## src/rtl/tafv_pkg.sv

```systemverilog
// tafv_pkg: shared types and constants for the triangle area pipeline.
// No dependencies; used by triangle_area_from_vertices, tafv_mulsat and tafv_checker.
`timescale 1ns / 1ps
`default_nettype none
package tafv_pkg;

  // Heron product limit: products at or above 2^PROD_W saturate the area
  localparam int PROD_W = 84;
  // Partial product limb of the wide multiply
  localparam int LIMB_W = 28;
  localparam int N_LIMBS = PROD_W / LIMB_W;
  // Fraction bits added to the squared distance before the side root
  localparam int FRAC_SHIFT = 8;
  // Round half up: sqrt(P) carries 10 more fraction bits than the area
  localparam int ROUND_SHIFT = 10;
  localparam int ROUND_BIAS = 512;
  localparam int AREA_W = 32;

  // Control that travels with each transaction through the multiply stages
  typedef struct packed {
    logic valid;
    logic sat;
  } pipe_ctl_t;

endpackage
`default_nettype wire

```

## src/rtl/tafv_mulsat.sv

```systemverilog
// tafv_mulsat: two-stage multiply of a saturating wide product by one factor.
// Depends on tafv_pkg for widths and the control struct.
`timescale 1ns / 1ps
`default_nettype none
module tafv_mulsat #(
  parameter int FW    = 23,
  parameter int TAG_W = 1
) (
  input  wire logic                        clk_i,
  input  wire logic                        rst_ni,
  input  wire tafv_pkg::pipe_ctl_t         ctl_i,
  input  wire logic [tafv_pkg::PROD_W-1:0] x_i,
  input  wire logic [FW-1:0]               f_i,
  input  wire logic [TAG_W-1:0]            tag_i,
  output tafv_pkg::pipe_ctl_t              ctl_o,
  output logic [tafv_pkg::PROD_W-1:0]      x_o,
  output logic [TAG_W-1:0]                 tag_o
);

  localparam int PPW = tafv_pkg::LIMB_W + FW;
  localparam int SW  = tafv_pkg::PROD_W + FW;

  tafv_pkg::pipe_ctl_t ctl_a_q, ctl_b_q;
  logic [PPW-1:0]      pp_q [tafv_pkg::N_LIMBS];
  logic [TAG_W-1:0]    tag_a_q, tag_b_q;
  logic [tafv_pkg::PROD_W-1:0] x_b_q;
  logic [SW-1:0]       acc;

  // hold control through both stages
  always_ff @(posedge clk_i or negedge rst_ni) begin
    if (!rst_ni) begin
      ctl_a_q <= '0;
      ctl_b_q <= '0;
    end else begin
      ctl_a_q <= ctl_i;
      ctl_b_q <= '{valid: ctl_a_q.valid,
                   sat:   ctl_a_q.sat | ((acc >> tafv_pkg::PROD_W) != '0)};
    end
  end

  // stage A: one partial product per limb
  for (genvar j = 0; j < tafv_pkg::N_LIMBS; j++) begin : g_limb
    always_ff @(posedge clk_i) begin
      pp_q[j] <= x_i[j*tafv_pkg::LIMB_W +: tafv_pkg::LIMB_W] * f_i;
    end
  end

  always_ff @(posedge clk_i) begin
    tag_a_q <= tag_i;
  end

  // stage B: align and sum partial products
  always_comb begin
    acc = '0;
    for (int j = 0; j < tafv_pkg::N_LIMBS; j++) begin
      acc = acc + (SW'(pp_q[j]) << (j * tafv_pkg::LIMB_W));
    end
  end

  always_ff @(posedge clk_i) begin
    x_b_q   <= tafv_pkg::PROD_W'(acc);
    tag_b_q <= tag_a_q;
  end

  assign ctl_o = ctl_b_q;
  assign x_o   = x_b_q;
  assign tag_o = tag_b_q;

endmodule
`default_nettype wire

```

## config.mk

```make
export PLATFORM = sky130hd
export DESIGN_NAME = tafv_mulsat
export DESIGN_NICKNAME = d
export VERILOG_FILES = /design/src/rtl/tafv_pkg.sv /design/src/rtl/tafv_mulsat.sv
export SDC_FILE = /design/constraint.sdc
export NUM_CORES = 2
export LEC_CHECK = 0
export ABC_AREA = 1
export BUFFER_PORTS_ARGS = -buffer_cell sky130_fd_sc_hd__clkbuf_2
export CORE_MARGIN = 3
export CORE_UTILIZATION = 31
export DETAILED_ROUTE_END_ITERATION = 8
export RECOVER_POWER = 25
export SLEW_MARGIN = 20
export SYNTH_ARGS = -nofsm -noshare
export SYNTH_HDL_FRONTEND = slang
export SYNTH_SLANG_ARGS = --single-unit
```

## constraint.sdc

```tcl
create_clock -name clk_i -period 6.4 [get_ports clk_i]
set_input_delay 1.92 -clock clk_i [delete_from_list [all_inputs] [get_ports clk_i]]
set_output_delay 1.92 -clock clk_i [all_outputs]
set_load 0.01 [all_outputs]
```

## Word level (Yosys, flattened, before mapping)

Memories as Yosys holds them, arrays and structs flattened.
Cells that the tools add are included.

- Output and inout bits: 87
- Bits in registers: 90
- Word-level logic and storage cells: 15
- Memories kept: 1
- Memory bits (writable): 153

- Reductions and logical operators: 1
- Bitwise operators: 1
- Add/subtract/negate cells: 2
- Multipliers: 3

Memories:

| name | depth | bits a word | rd ports | clocked after memory_dff | wr ports | line | RTL |
|---|---|---|---|---|---|---|---|
| pp_q | 3 | 51 | 3 | 0 | 3 | tafv_mulsat.sv:24 | `logic [PPW-1:0] pp_q [tafv_pkg::N_LIMBS];` |

Operator list:

| kind | number |
|---|---|
| 28-bit by 23-bit multiplier with 51-bit output | 3 |
| 80-bit by 107-bit adder with 107-bit output | 1 |
| 107-bit nonzero test | 1 |
| 51-bit by 79-bit adder with 80-bit output | 1 |
| 1-bit bitwise OR | 1 |

## Depth between registers and ports, before layout

- Depth after elaboration: 4
- Mapped depth: 31
- Mapped depth without buffers: 29

## Worst setup path before layout

Ideal clock, no wire load.

- Kind: input to register
- Start: input port f_i[8]
- End: memory pp_q[0][98] (netlist bit)
- Library setup time: 0.127 ns
- Path buffers: 2
- Slack: -1.468 ns
- Arrival time: 7.741 ns
- Stages on the path: 25
- Data required time: 6.273 ns
- Cell sequence: clkbuf_1 > clkbuf_1 > nand2_1 > fa_1 > fa_1 > inv_1 > fa_1 > inv_1 > fa_1 > inv_1 > fa_1 > fa_1 > inv_1 > fa_1 > inv_1 > ha_1 > a21oi_1 > o21ai_0 > a21oi_1 > nand3_1 > a21oi_1 > inv_1 > a21oi_1 > o21ai_0 > xor2_1

RTL lines:

| element | line | RTL |
|---|---|---|
| start, declared | tafv_mulsat.sv:13 | `input wire logic [FW-1:0] f_i,` |
| end, declared | tafv_mulsat.sv:24 |  |

==> summary.md <==
| Metric | Value |
|---|---|
| Outcome | finished, violations left |
| Failing checks | setup timing |
| Hold EP | x_o[12] |
| Row cnt | 179 |
| Final setup viols | 122 |
| Syn nets | roughly 12000 |
| WS Path Type | primary input to flop |
| HP Class | flop to flop |
| Worst Hold Depth | 0 |
| WL per Instance | around 19 um |
| Vias after detailed routing | between 60000 and 70000 |
| Fin crit period | between 7 and 8 ns |
| F_max | around 140 MHz |
| Synth Register Bits | between 200 and 250 |
| Distinct cells, synth | between 50 and 60 |
| CTS Buf Count | 28 |
| Number of synthesized flops with an enable pin | 0 |
| Final critical-path setup slack | -1.00 ns |
| CTS tree | done |
| Fin crit share | 116% |
| Boundary Pins | a little under 200 |
| First-pass GRT wire length | just under 400 mm |
| Vias in the first global route | around 67000 |
| Clock Path Buffers | 3 |
| Mapped Area | between 0.07 and 0.08 sq mm |
| Fin. max-slew vios | 0 |
| Max-Cap Viols | 0 |
| Clk Latency, worst-skew pair | just over 0.6 ns |
| Sequential cell area fraction in the yosys report | between 6 and 7% |
| Crit start category | primary input |
| Via density | around 4.6 |
| Crit. End Element | flop |
| CP Data Required Time | 6.91 ns |
| Largest net degree at the start of global routing | between 40 and 50 |
| Clk sinks | about 240 |
| Core area | approximately 0.24 sq mm |
| RSZ-0062 raised after global routing | true |
| Initial antenna violation count | 30 |
| DIE HEIGHT | 498 um |
| Layout cells sized above 1 | ~24% |
| Iter 0 DRT Violations | roughly 4800 |
| HP Start | pp_q[0][12] |
| Top-area cell type share of the netlist area | between 40% and 50% |
| Largest fanout on the critical path | 6 |
| R2R Setup Slk | roughly 3.3 ns |
| Fill count | between 20000 and 25000 |
| Detailed Routing Iterations Pass 1 | 6 |
| Worst R2R End | ctl_o[0] |
| Synth warnings | 0 |
| Mapped Cells | between 9000 and 10000 |
| Reg clk slew, reported paths | 0.08 ns |
| GRT overflow | 0 |
| Mean Syn Cell Area | ~7.6 sq um |
| Hold Vio Cnt, Final | 0 |
| Design area | between 0.09 and 0.1 sq mm |
| CTS Hold Buffers Added | 0 |
| Die ar. | 0.248 sq mm |
| Gp weighted congestion | between 0.9 and 1 |
| Depth of the CTS H-tree | 1 |
| Hpwl dp | approximately 210 mm |
| Top post-synthesis cells by area | fa_1 (44%), inv_1 (15%), nand2_1 (13%) |
| Clk root buf | clkbuf_16 |
| Die Wd | ~500 um |
| Crit path DAT | between 7 and 8 ns |
| Worst r2r src | pp_q[0][30] |
| Main synth FF type | dfxtp_1 |
| GRT Resource Usage Total | between 15 and 20% |
| Largest area contributor in the netlist | fa_1 |
| Slew @ Worst Pin | around 0.74 ns |
| Hold slack | about 0.31 ns |
| IO Port Bufs | ~200 |
| Dpl ws | -2.12 ns |
| Worst Skew | about 0.025 ns |
| Antenna-violating nets left | 0 |
| Layout area overhead | 31.2% |
| DRC | 0 |
| Setup TNS Final | -86.80 ns |
| Fin nets | roughly 13000 |
| Worst Reg-to-Reg Cells | 16 |
| Slew headroom | between 50% and 60% |
| Final wirelength | approximately 260 mm |
| Initial cell density of the core | 31.3% |
| Ys async rst share | under 10% |
| Placed cell area | around 0.090 sq mm |
-- flip-flops by register name (all words and copies together) (netlist names) --
register  count
x_o          84
tag_o         1
pp_q        153
ctl_o         2
ctl_a_q       2
tag_a_q       1
-- worst max path at each step --
| stage | start | to | cells after the start |
|---|---|---|---|
| 2_1_floorplan | f_i[11] | pp_q[0][98] | 27 |
| 3_3_place_gp | f_i[8] | pp_q[0][147] | 24 |
| 3_5_place_dp | f_i[5] | pp_q[0][147] | 26 |
| 4_1_cts | f_i[10] | pp_q[0][147] | 27 |
| 5_1_grt | f_i[11] | pp_q[0][30] | 26 |
| 6_report | f_i[14] | pp_q[0][30] | 27 |
-- repair_timing --
item | in CTS | in global routing
endpoints found under the setup margin | 122 | 123
gates resized for setup | 209 | 1048
hold endpoints to repair | 0 | 0
setup buffers | 56 | 174
cloned | 4 | 45
pin swaps | 70 | 500
-- cell usage in the layout (no fill, tap or decap), types with 26 or more instances in the layout --
cell type	count
o21ai_2	39
inv_2	230
nand2_4	51
a21oi_2	101
o21ai_1	31
clkbuf_16	71
ha_1	483
clkbuf_2	149
o21ai_0	40
nand2_2	140
fa_2	113
nand3_1	83
buf_8	28
xnor2_1	63
a21oi_1	108
buf_6	121
inv_1	2796
dfxtp_1	239
nand2_1	2526
a21oi_4	39
nand4_1	26
ha_4	86
fa_1	1517
buf_16	26
xor2_1	113
nor2_1	211
nor2_2	66
nor2_4	62
buf_12	167
buf_4	982
-- layer usage --
layer	share of wire (%)	track usage (%)	vias up	routed length (um)
li1	-	-	29991	-
met1	43	28.5	32045	114000
met2	44	31.3	2321	116000
met3	8.6	3.34	407	22700
met4	4.0	4.46	16	10600
met5	0.040	0	-	106
-- layout make-up --
type / instances / area [sq um] / area share [%]
multi-input combinational: 6168 / 62000 / 63.0
clock buffer: 31 / 753 / 0.766
tap: 3167 / 3960 / 4.03
clock inverter: 21 / 234 / 0.238
antenna: 16 / 40.0 / 0.0407
timing repair buffer: 1527 / 15100 / 15.3
inverter: 3030 / 11400 / 11.6
sequential: 243 / 4880 / 4.97
-- kinds of logic after synthesis --
kind of cell | Yosys count | share of synthesized area [%]
and+or+nand+nor | 3265 | 17.2
adders and majority gates | 2207 | 53.2
xor gates and xnor gates | 206 | 2.41
buffers and inverters | 3405 | 17.1
AOI/OAI and AO/OA | 490 | 3.68
DFF | 243 | 6.52
-- synth_stat cells, types with 4 or more instances --
cell type  number
nand2_2        34
a21o_1          9
inv_2          17
a211oi_1        4
dfrtp_1         4
ha_1          577
nand3_2         8
xor2_1        133
dfxtp_1       239
o21a_1         19
nand4_1        26
nor2_1        311
nor3_2          7
clkbuf_1      303
o211ai_1        6
o21ai_1        18
nor2_2         22
and3_1         10
a21oi_1       246
nor4_1         17
inv_1        3011
nor3_1         25
o21bai_1        8
nand3_1        92
a21boi_2        4
nand3b_1        4
fa_1         1630
a31oi_1        54
nor2_4          6
o21ai_0        98
nand2_1      2693
xnor2_1        73
buf_1          72
-- critical path, stage by stage --
cell and delay, ns:
buf_12 0.09, buf_12 0.13, buf_12 0.13, buf_16 0.15, nand2_4 0.05, fa_1 0.48
inv_1 0.05, fa_1 0.49, inv_1 0.04, fa_1 0.49, inv_2 0.05, fa_2 0.59
fa_2 0.44, fa_1 0.56, inv_2 0.04, fa_1 0.51, inv_2 0.05, ha_4 0.30
nand2_4 0.06, buf_6 0.11, nor2_4 0.10, inv_2 0.07, nor4_4 0.30, a21oi_2 0.12
buf_4 0.15, o21a_1 0.20, xnor2_2 0.22
-- per-stage QoR --
step / std cells / util [%]
after floorplan: 9816 / -
after global placement: 13872 / 37.5
after detailed placement: 13872 / 37.5
after CTS: 13983 / 38.6
after global routing: 14195 / 41.1
final: 14203 / 41.1
Power is not shown: default switching activity piles up to over one toggle a cycle in this logic, so the estimate is an artifact.
