==> src/rtl/tafv_isqrt.sv <==
// tafv_isqrt: pipelined integer square root, one root bit per register stage.
// Depends on nothing outside this file.
`timescale 1ns / 1ps
`default_nettype none
module tafv_isqrt #(
  parameter int IN_W  = 42,
  parameter int TAG_W = 1
) (
  input  wire logic                        clk_i,
  input  wire logic                        rst_ni,
  input  wire logic                        valid_i,
  input  wire logic [IN_W-1:0]             rad_i,
  input  wire logic [TAG_W-1:0]            tag_i,
  output logic                             valid_o,
  output logic [(IN_W + IN_W % 2)/2-1:0]   root_o,
  output logic [TAG_W-1:0]                 tag_o
);

  localparam int RW   = IN_W + IN_W % 2;
  localparam int OW   = RW / 2;
  localparam int REMW = OW + 2;

  logic [OW-1:0]    vld_q;
  logic [RW-1:0]    rad_q  [OW];
  logic [REMW-1:0]  rem_q  [OW];
  logic [OW-1:0]    root_q [OW];
  logic [TAG_W-1:0] tag_q  [OW];

  for (genvar k = 0; k < OW; k++) begin : g_stage
    logic             vin;
    logic [RW-1:0]    rin;
    logic [REMW-1:0]  remin;
    logic [OW-1:0]    rootin;
    logic [TAG_W-1:0] tagin;
    logic [OW+3:0]    cur;
    logic [OW+3:0]    trial;
    logic             ge;

    // select stage input: ports for the first stage, previous register otherwise
    if (k == 0) begin : g_first
      assign vin    = valid_i;
      assign rin    = RW'(rad_i);
      assign remin  = '0;
      assign rootin = '0;
      assign tagin  = tag_i;
    end else begin : g_next
      assign vin    = vld_q[k-1];
      assign rin    = rad_q[k-1];
      assign remin  = rem_q[k-1];
      assign rootin = root_q[k-1];
      assign tagin  = tag_q[k-1];
    end

    // trial subtract of the next two radicand bits
    assign cur   = {remin, rin[RW-1 -: 2]};
    assign trial = {2'b00, rootin, 2'b01};
    assign ge    = cur >= trial;

    // advance valid
    always_ff @(posedge clk_i or negedge rst_ni) begin
      if (!rst_ni) begin
        vld_q[k] <= 1'b0;
      end else begin
        vld_q[k] <= vin;
      end
    end

    // advance payload
    always_ff @(posedge clk_i) begin
      rad_q[k]  <= rin << 2;
      rem_q[k]  <= ge ? REMW'(cur - trial) : REMW'(cur);
      root_q[k] <= {rootin[OW-2:0], ge};
      tag_q[k]  <= tagin;
    end
  end

  assign valid_o = vld_q[OW-1];
  assign root_o  = root_q[OW-1];
  assign tag_o   = tag_q[OW-1];

endmodule
`default_nettype wire

==> config.mk <==
export PLATFORM = sky130hd
export DESIGN_NAME = tafv_isqrt
export DESIGN_NICKNAME = d
export VERILOG_FILES = /design/src/rtl/tafv_isqrt.sv
export SDC_FILE = /design/constraint.sdc
export NUM_CORES = 2
export LEC_CHECK = 0
export BUFFER_PORTS_ARGS = -buffer_cell sky130_fd_sc_hd__buf_2
export CELL_PAD_IN_SITES_DETAIL_PLACEMENT = 1
export CELL_PAD_IN_SITES_GLOBAL_PLACEMENT = 1
export CORE_MARGIN = 1
export CORE_UTILIZATION = 50
export DETAILED_ROUTE_END_ITERATION = 8
export PLACE_DENSITY_LB_ADDON = 0.1
export SLEW_MARGIN = 20
export SYNTH_ARGS = -nofsm -noshare
export SYNTH_HDL_FRONTEND = slang
export SYNTH_SLANG_ARGS = --single-unit
==> constraint.sdc <==
create_clock -name clk_i -period 3.26 [get_ports clk_i]
set_input_delay 0.163 -clock clk_i [delete_from_list [all_inputs] [get_ports clk_i]]
set_output_delay 0.163 -clock clk_i [all_outputs]
set_load 0.005 [all_outputs]
# After elaboration in Yosys (flattened, before gate mapping)
# Memory sizes are Yosys's and may differ from the RTL's.
# Cells that the tools add are included.
op_classes:
  add_sub_neg: 21
  n_lt_le_gt_ge: 21
  muxes: 21
ops:
  columns: ["op", "n"]
  rows:
  - ["greater-or-equal comparator 25 x 23 -> 1 bit", 20]
  - ["2-to-1 mux 23 bit", 21]
  - ["subtractor 23 bit", 20]
  - ["subtractor 2 x 1 -> 3 bit (second input constant)", 1]
  - ["greater-or-equal comparator 2 x 1 -> 1 bit (second input constant)", 1]
word_totals:
  reg_bits: 21
  ramBits: 1785
  input_bits: 46
  output_inout_bits: 23
  wordCells: 88
  memories: 4
memory_table:
  columns: ["memory", "words", "width", "read_ports", "rd_clocked_by_memory_dff", "write_ports", "line", "rtl"]
  rows:
  - ["rad_q", 21, 40, 20, 0, 21, "24", "logic [RW-1:0] rad_q [OW];"]
  - ["rem_q", 21, 23, 20, 0, 21, "25", "logic [REMW-1:0] rem_q [OW];"]
  - ["root_q", 21, 21, 21, 0, 21, "26", "logic [OW-1:0] root_q [OW];"]
  - ["tag_q", 21, 1, 21, 0, 21, "27", "logic [TAG_W-1:0] tag_q [OW];"]

# Depth between registers and ports, before layout
# An unclocked memory read counts as a cell.
depth:
  depth_word: 3
  mapped_depth: 12
  depth_no_buf: 12

# Worst setup path before layout
# Ideal clock, no wire load.
synth_timing:
  path_type: "register -> register"
  startpoint: "mem root_q[1][8] (netlist bit)"
  endpoint: "mem rem_q[1][41] (netlist bit)"
  setup_ns: 0.072
  t_arrival_ns: 2.632
  required_ns: 3.188
  slack_ns: 0.556
  path_stages_with_launch: 12
  n_path_buf: 1
  period_less_slack_ns: 2.704
  cell_sequence: "dfxtp_1 -> inv_1 -> ha_1 -> a211oi_2 -> nand3_1 -> or3_1 -> or3_1 -> nor3_1 -> o311ai_1 -> buf_2 -> nand2_1 -> xnor2_1"
synth_rtl:
  columns: ["element", "line"]
  rows:
  - ["start: declaration", "26"]
  - ["end: declaration", "25"]

==> results by stage <==
Die:
- The number of top-level design ports is 69.
- The die covers 80800 sq um.
- The horizontal die dimension is 284 um.
- After floorplanning, the core was divided into 103 placement rows.
- In this run the standard cell core region covers 78900 sq um.
- The floorplan step set the die height to 284 um.
- The effective utilization at floorplan is 50.5%.

Global route:
- The met1 capacity usage during global routing is 25.3%.
- The number of global-route vias before repair is 28800.
- Entering global routing, the biggest net connects 29 pins.
- The global-route total usage across every layer is 22.6%.
- The first global-routing pass estimated 148000 um of wire.
- The global-route met3 utilization is 2.84%.
- The sum of overflow across all layers after global routing is 0.
- The number of antenna violations at the first check in global routing is 0.
- The routing usage on met2 is 43.6%.
- The layer carrying the most global-route usage is met2.

Timing:
- After layout, the worst path uses 94.5% of the clock period.
- The final setup TNS is 0 ns.
- For the pin with the worst max-slew slack, the measured transition is 0.932 ns.
- The smallest clock period supported by the final layout is computed as 3.08 ns.
- Setup violations remaining at the end of the flow were counted as 0.
- The clock tree skew after final layout is 0.0504 ns.
- The worst max-slew margin expressed relative to the limit is 37.6%.
- The final-report max-slew violation count is 0.
- Setup repair after global routing left no endpoint under its margin.
- The count of final hold-check violations is 0.
- The fmax is 325 MHz.

Pwr:
- The analysis attributes to net switching a power of 10.2 mW.
- In this run switching power makes up 27.7% of total power.
- Per report_power, the clock group accounts for 36.0% of the total.
- The analysis attributes to cell leakage a power of 21.4 nW.
- Per report_power, the combinational group accounts for 16.0% of the total.
- The internal power of the cells totals 26.6 mW.
- Of the total power, registers draw 48.0%.
- The maximum ir drop on the vdd rail is 591 uV.
- Power spread over the standard cell area amounts to 798 nW/um^2.

Route:
- The routed layout has 26800 vias.
- The detail route stage leaves a number of antenna-violating nets equal to 0.
- Using the TritonRoute via totals, the vias-per-cell ratio works out to 5.20.
- For this run, the detailed router's first-pass iteration total came to 5.
- The post-detailed-route wirelength per cell is 17.7 um.
- Summed over all layers, the routed wires come to 91400 um.
- The count of routing violations after the opening detailed-route iteration is 972.
- After detailed routing, the number of remaining DRC violations is 0.

Critical path:
- The most frequent cell on the critical path is o21ai_0.
- The cell depth of the worst flop-to-flop path is 10.
- The kind of cell adding the most delay to the critical path is compound AO/OA/AOI/OAI gates.
- Walking the worst path, the cells encountered are inv_1 -> ha_1 -> o21ai_0 -> a22oi_1 -> a221o_1 -> a2111oi_0 -> o211ai_1 -> a31oi_1 -> xor2_1 -> o21ai_0.
- The worst setup path is captured at a flop.
- The buffers plus inverters on the worst setup path is 1.
- The kind of start point of the critical path is a flop.
- The slowest cell on the critical path is a2111oi_0.
- The peak per-stage delay on the critical path is 0.72 ns.
- The maximum fanout along the worst path is 4.
- The required time at the worst-slack endpoint is 3.80 ns.
- The number of stages on the worst setup path is 10.
- The category of the critical setup timing path is reg2reg.
- At the worst endpoint, the arrival time is 3.62 ns.

Synthesis:
- Counting flops with an async set or reset pin after synthesis yields a share of 1.87%.
- The cell area after technology mapping is 39800 sq um.
- Yosys printed 0 warnings.
- The synthesized design contains 1124 register bits.
- By area, the combinational part of the netlist is dominated by simple AND/OR/NAND/NOR gates.
- Of the total synthesized cell area, the portion taken by XOR and XNOR cells is 7.48%.
- Synthesis produced a netlist whose cell count is 3804.
- In this run, synthesis inferred 0 flip-flops with an integrated enable.
- The proportion of synthesized area in mux cells is 1.08%.
- A synthesized cell averages 10.5 sq um.
- The number of distinct library cells after synthesis is 87.
- Among all flip-flop cells after synthesis, the most frequent one is dfxtp_1.
- Summing the areas of all compound-gate instances in the mapped netlist gives 10.9% of the synthesized area.
- After Yosys synthesis, and, or, nand and nor cells account for 12.2% of the synthesized area.
- The post-synthesis adder-cell area fraction is 7.95%.
- The number of nets in the synthesized netlist is 4103.
- The fraction of the yosys area taken by sequential cells is 56.7%.

Place:
- Once detailed placement completed, the half-perimeter wirelength came to 65500 um.
- The weighted congestion at the end of routability-driven global placement is 0.831.
- Once placement completed, the tool counted placed cells totaling 4919.
- The number of port buffers is 68.

Final layout:
- The post-route netlist has 9.09% of its cells at a drive strength greater than 1.
- Leaving out filler cells and counting taps, the final layout contains 5165.
- Leaving out fill and tap cells, the most frequent cell in the layout is dfxtp_1.
- The net total in the final layout is 4324.
- Leaving out fill and tap cells, the most frequent cells in the layout are 1103 x dfxtp_1, 322 x inv_1, 257 x a21oi_1.
- 0 antenna diodes ended up in the layout.
- From synthesis to final layout, the design area changed by 15.7%.

Clock tree:
- For this design, the sink count on the clock tree is 1124.
- The clock latency at the later pin of the worst-skew pair is 0.70 ns.
- CTS built an H-tree with a depth of 3.
- The clock buffer count from CTS is 107.
- The clock-pin slew reported for the worst setup and hold paths after clock tree synthesis is 0.07 ns.
- The tree is rooted in a clkbuf_16.
- The maximum clock path buffer count is 3.
- The number of post-CTS setup repair buffers is 0.
- The clock tree from TritonCTS is yes.

Job:
- The number of max-cap violations is 0.

Min path:
- Counting instances, the worst hold path has a depth of 2.
- The path class of the lowest-slack min-delay path is in2reg.

Status:
- The run finished with clean final reports.
-- cell type report --
type | instances | area [sq um]
inverter | 323 | 1210
fill | 8503 | 32800
multi-input combinational | 2308 | 15900
tap | 1050 | 1310
timing repair buffer | 161 | 1180
clock inverter | 53 | 846
sequential | 1124 | 22600
clock buffer | 146 | 3020
-- synth_stat cells, types with 13 or more instances --
master / n / area share [%]
a211oi_1: 18 / 0.34
a21o_1: 62 / 1.2
a21oi_1: 257 / 3.2
a31oi_1: 23 / 0.36
and3_1: 22 / 0.35
clkbuf_1: 35 / 0.33
dfrtp_1: 21 / 1.3
dfxtp_1: 1103 / 55
ha_1: 253 / 7.9
inv_1: 322 / 3.0
mux2_2: 33 / 0.93
nand2_1: 224 / 2.1
nand2b_1: 58 / 0.91
nand3_1: 60 / 0.75
nand3b_1: 20 / 0.38
nand4_1: 39 / 0.61
nor2_1: 238 / 2.2
nor2b_1: 37 / 0.58
nor3_1: 92 / 1.2
nor4_1: 40 / 0.63
o211ai_1: 17 / 0.32
o21a_1: 41 / 0.77
o21ai_0: 184 / 2.3
o21bai_1: 18 / 0.34
o31ai_1: 23 / 0.43
or2_2: 13 / 0.20
or3_1: 26 / 0.41
or4_1: 23 / 0.43
xnor2_1: 212 / 4.7
xor2_1: 128 / 2.8
-- layer usage --
layer | routed length, um | up-vias | share of wire [%]
met3 | 2130 | 174 | 2.3
met1 | 37400 | 13000 | 41
met4 | 2470 | 0 | 2.7
met5 | 0 | - | 0
li1 | - | 13400 | -
met2 | 49400 | 311 | 54
-- flip-flops by register name, summed over array words and instances (netlist names) --
signal,cells
root_q,231
valid_o,1
rad_q,420
g_stage.vin,20
tag_q,21
rem_q,431
-- kinds of logic (layout without fill, tap and decap cells) --
family,Yosys count,in the layout
adder cells (fa/ha/maj),253,253
flip-flops,1124,1124
multiplexers,39,39
XOR/XNOR,340,340
AO/OA/AOI/OAI,719,719
buffers and inverters,372,683
other,1,1
AND/OR/NAND/NOR,956,956
-- power by group through the flow --
| stage | Clock (mW) | Sequential [mW] | Combinational, mW |
|---|---|---|---|
| finish | 13.2 | 17.7 | 5.87 |
| CTS | 13.6 | 17.7 | 5.90 |
| global placement | 0 | 17.9 | 5.60 |
| floorplan | 0 | 17.3 | 4.45 |
| detailed placement | 0 | 18.0 | 5.75 |
| global route | 14.1 | 17.9 | 6.60 |
-- stage by stage --
step | setup WS [ns] | util [%] | instance area [sq um] | power (mW) | hold slack, ns
floorplan | 0.556 | - | 39800 | 21.8 | -0.133
global placement | 0.288 | 52.8 | 41700 | 23.5 | 0.122
detailed placement | 0.204 | 52.8 | 41700 | 23.7 | 0.140
CTS | 0.0683 | 58.3 | 46000 | 37.2 | 0.0527
global route | 0.00626 | 58.4 | 46100 | 38.7 | 0.0677
finish | 0.180 | 58.4 | 46100 | 36.8 | 0.0924
-- worst paths after layout --
check                              start               to  slack [ns]
setup / recovery           root_q[2][21]     rem_q[2][65]        0.18
hold / removal                 rad_i[39]     rad_q[0][39]        0.09
setup reg to reg           root_q[2][21]     rem_q[2][65]        0.18
hold reg to reg              tag_q[0][0]      tag_q[0][1]        0.30
max in group asynchronous         rst_ni  g_stage[12].vin        1.98
min in group asynchronous         rst_ni   g_stage[2].vin        0.70
-- worst reg2reg max path, delay by kind of cell (launching register included) --
kind / cells / cell delay [ns]
flops: 1 / 0.34
buf+inv: 1 / 0.05
xor+xnor: 1 / 0.16
fa+ha+maj: 1 / 0.36
compound gates: 7 / 2.04
-- what timing repair did --
item                                   4_1_cts  5_1_grt
hold buffers                                47        0
resized for setup                            0       11
setup endpoints to repair                    0       76
endpoints found under the hold margin       66        0
(Power assumes the default switching activity.)
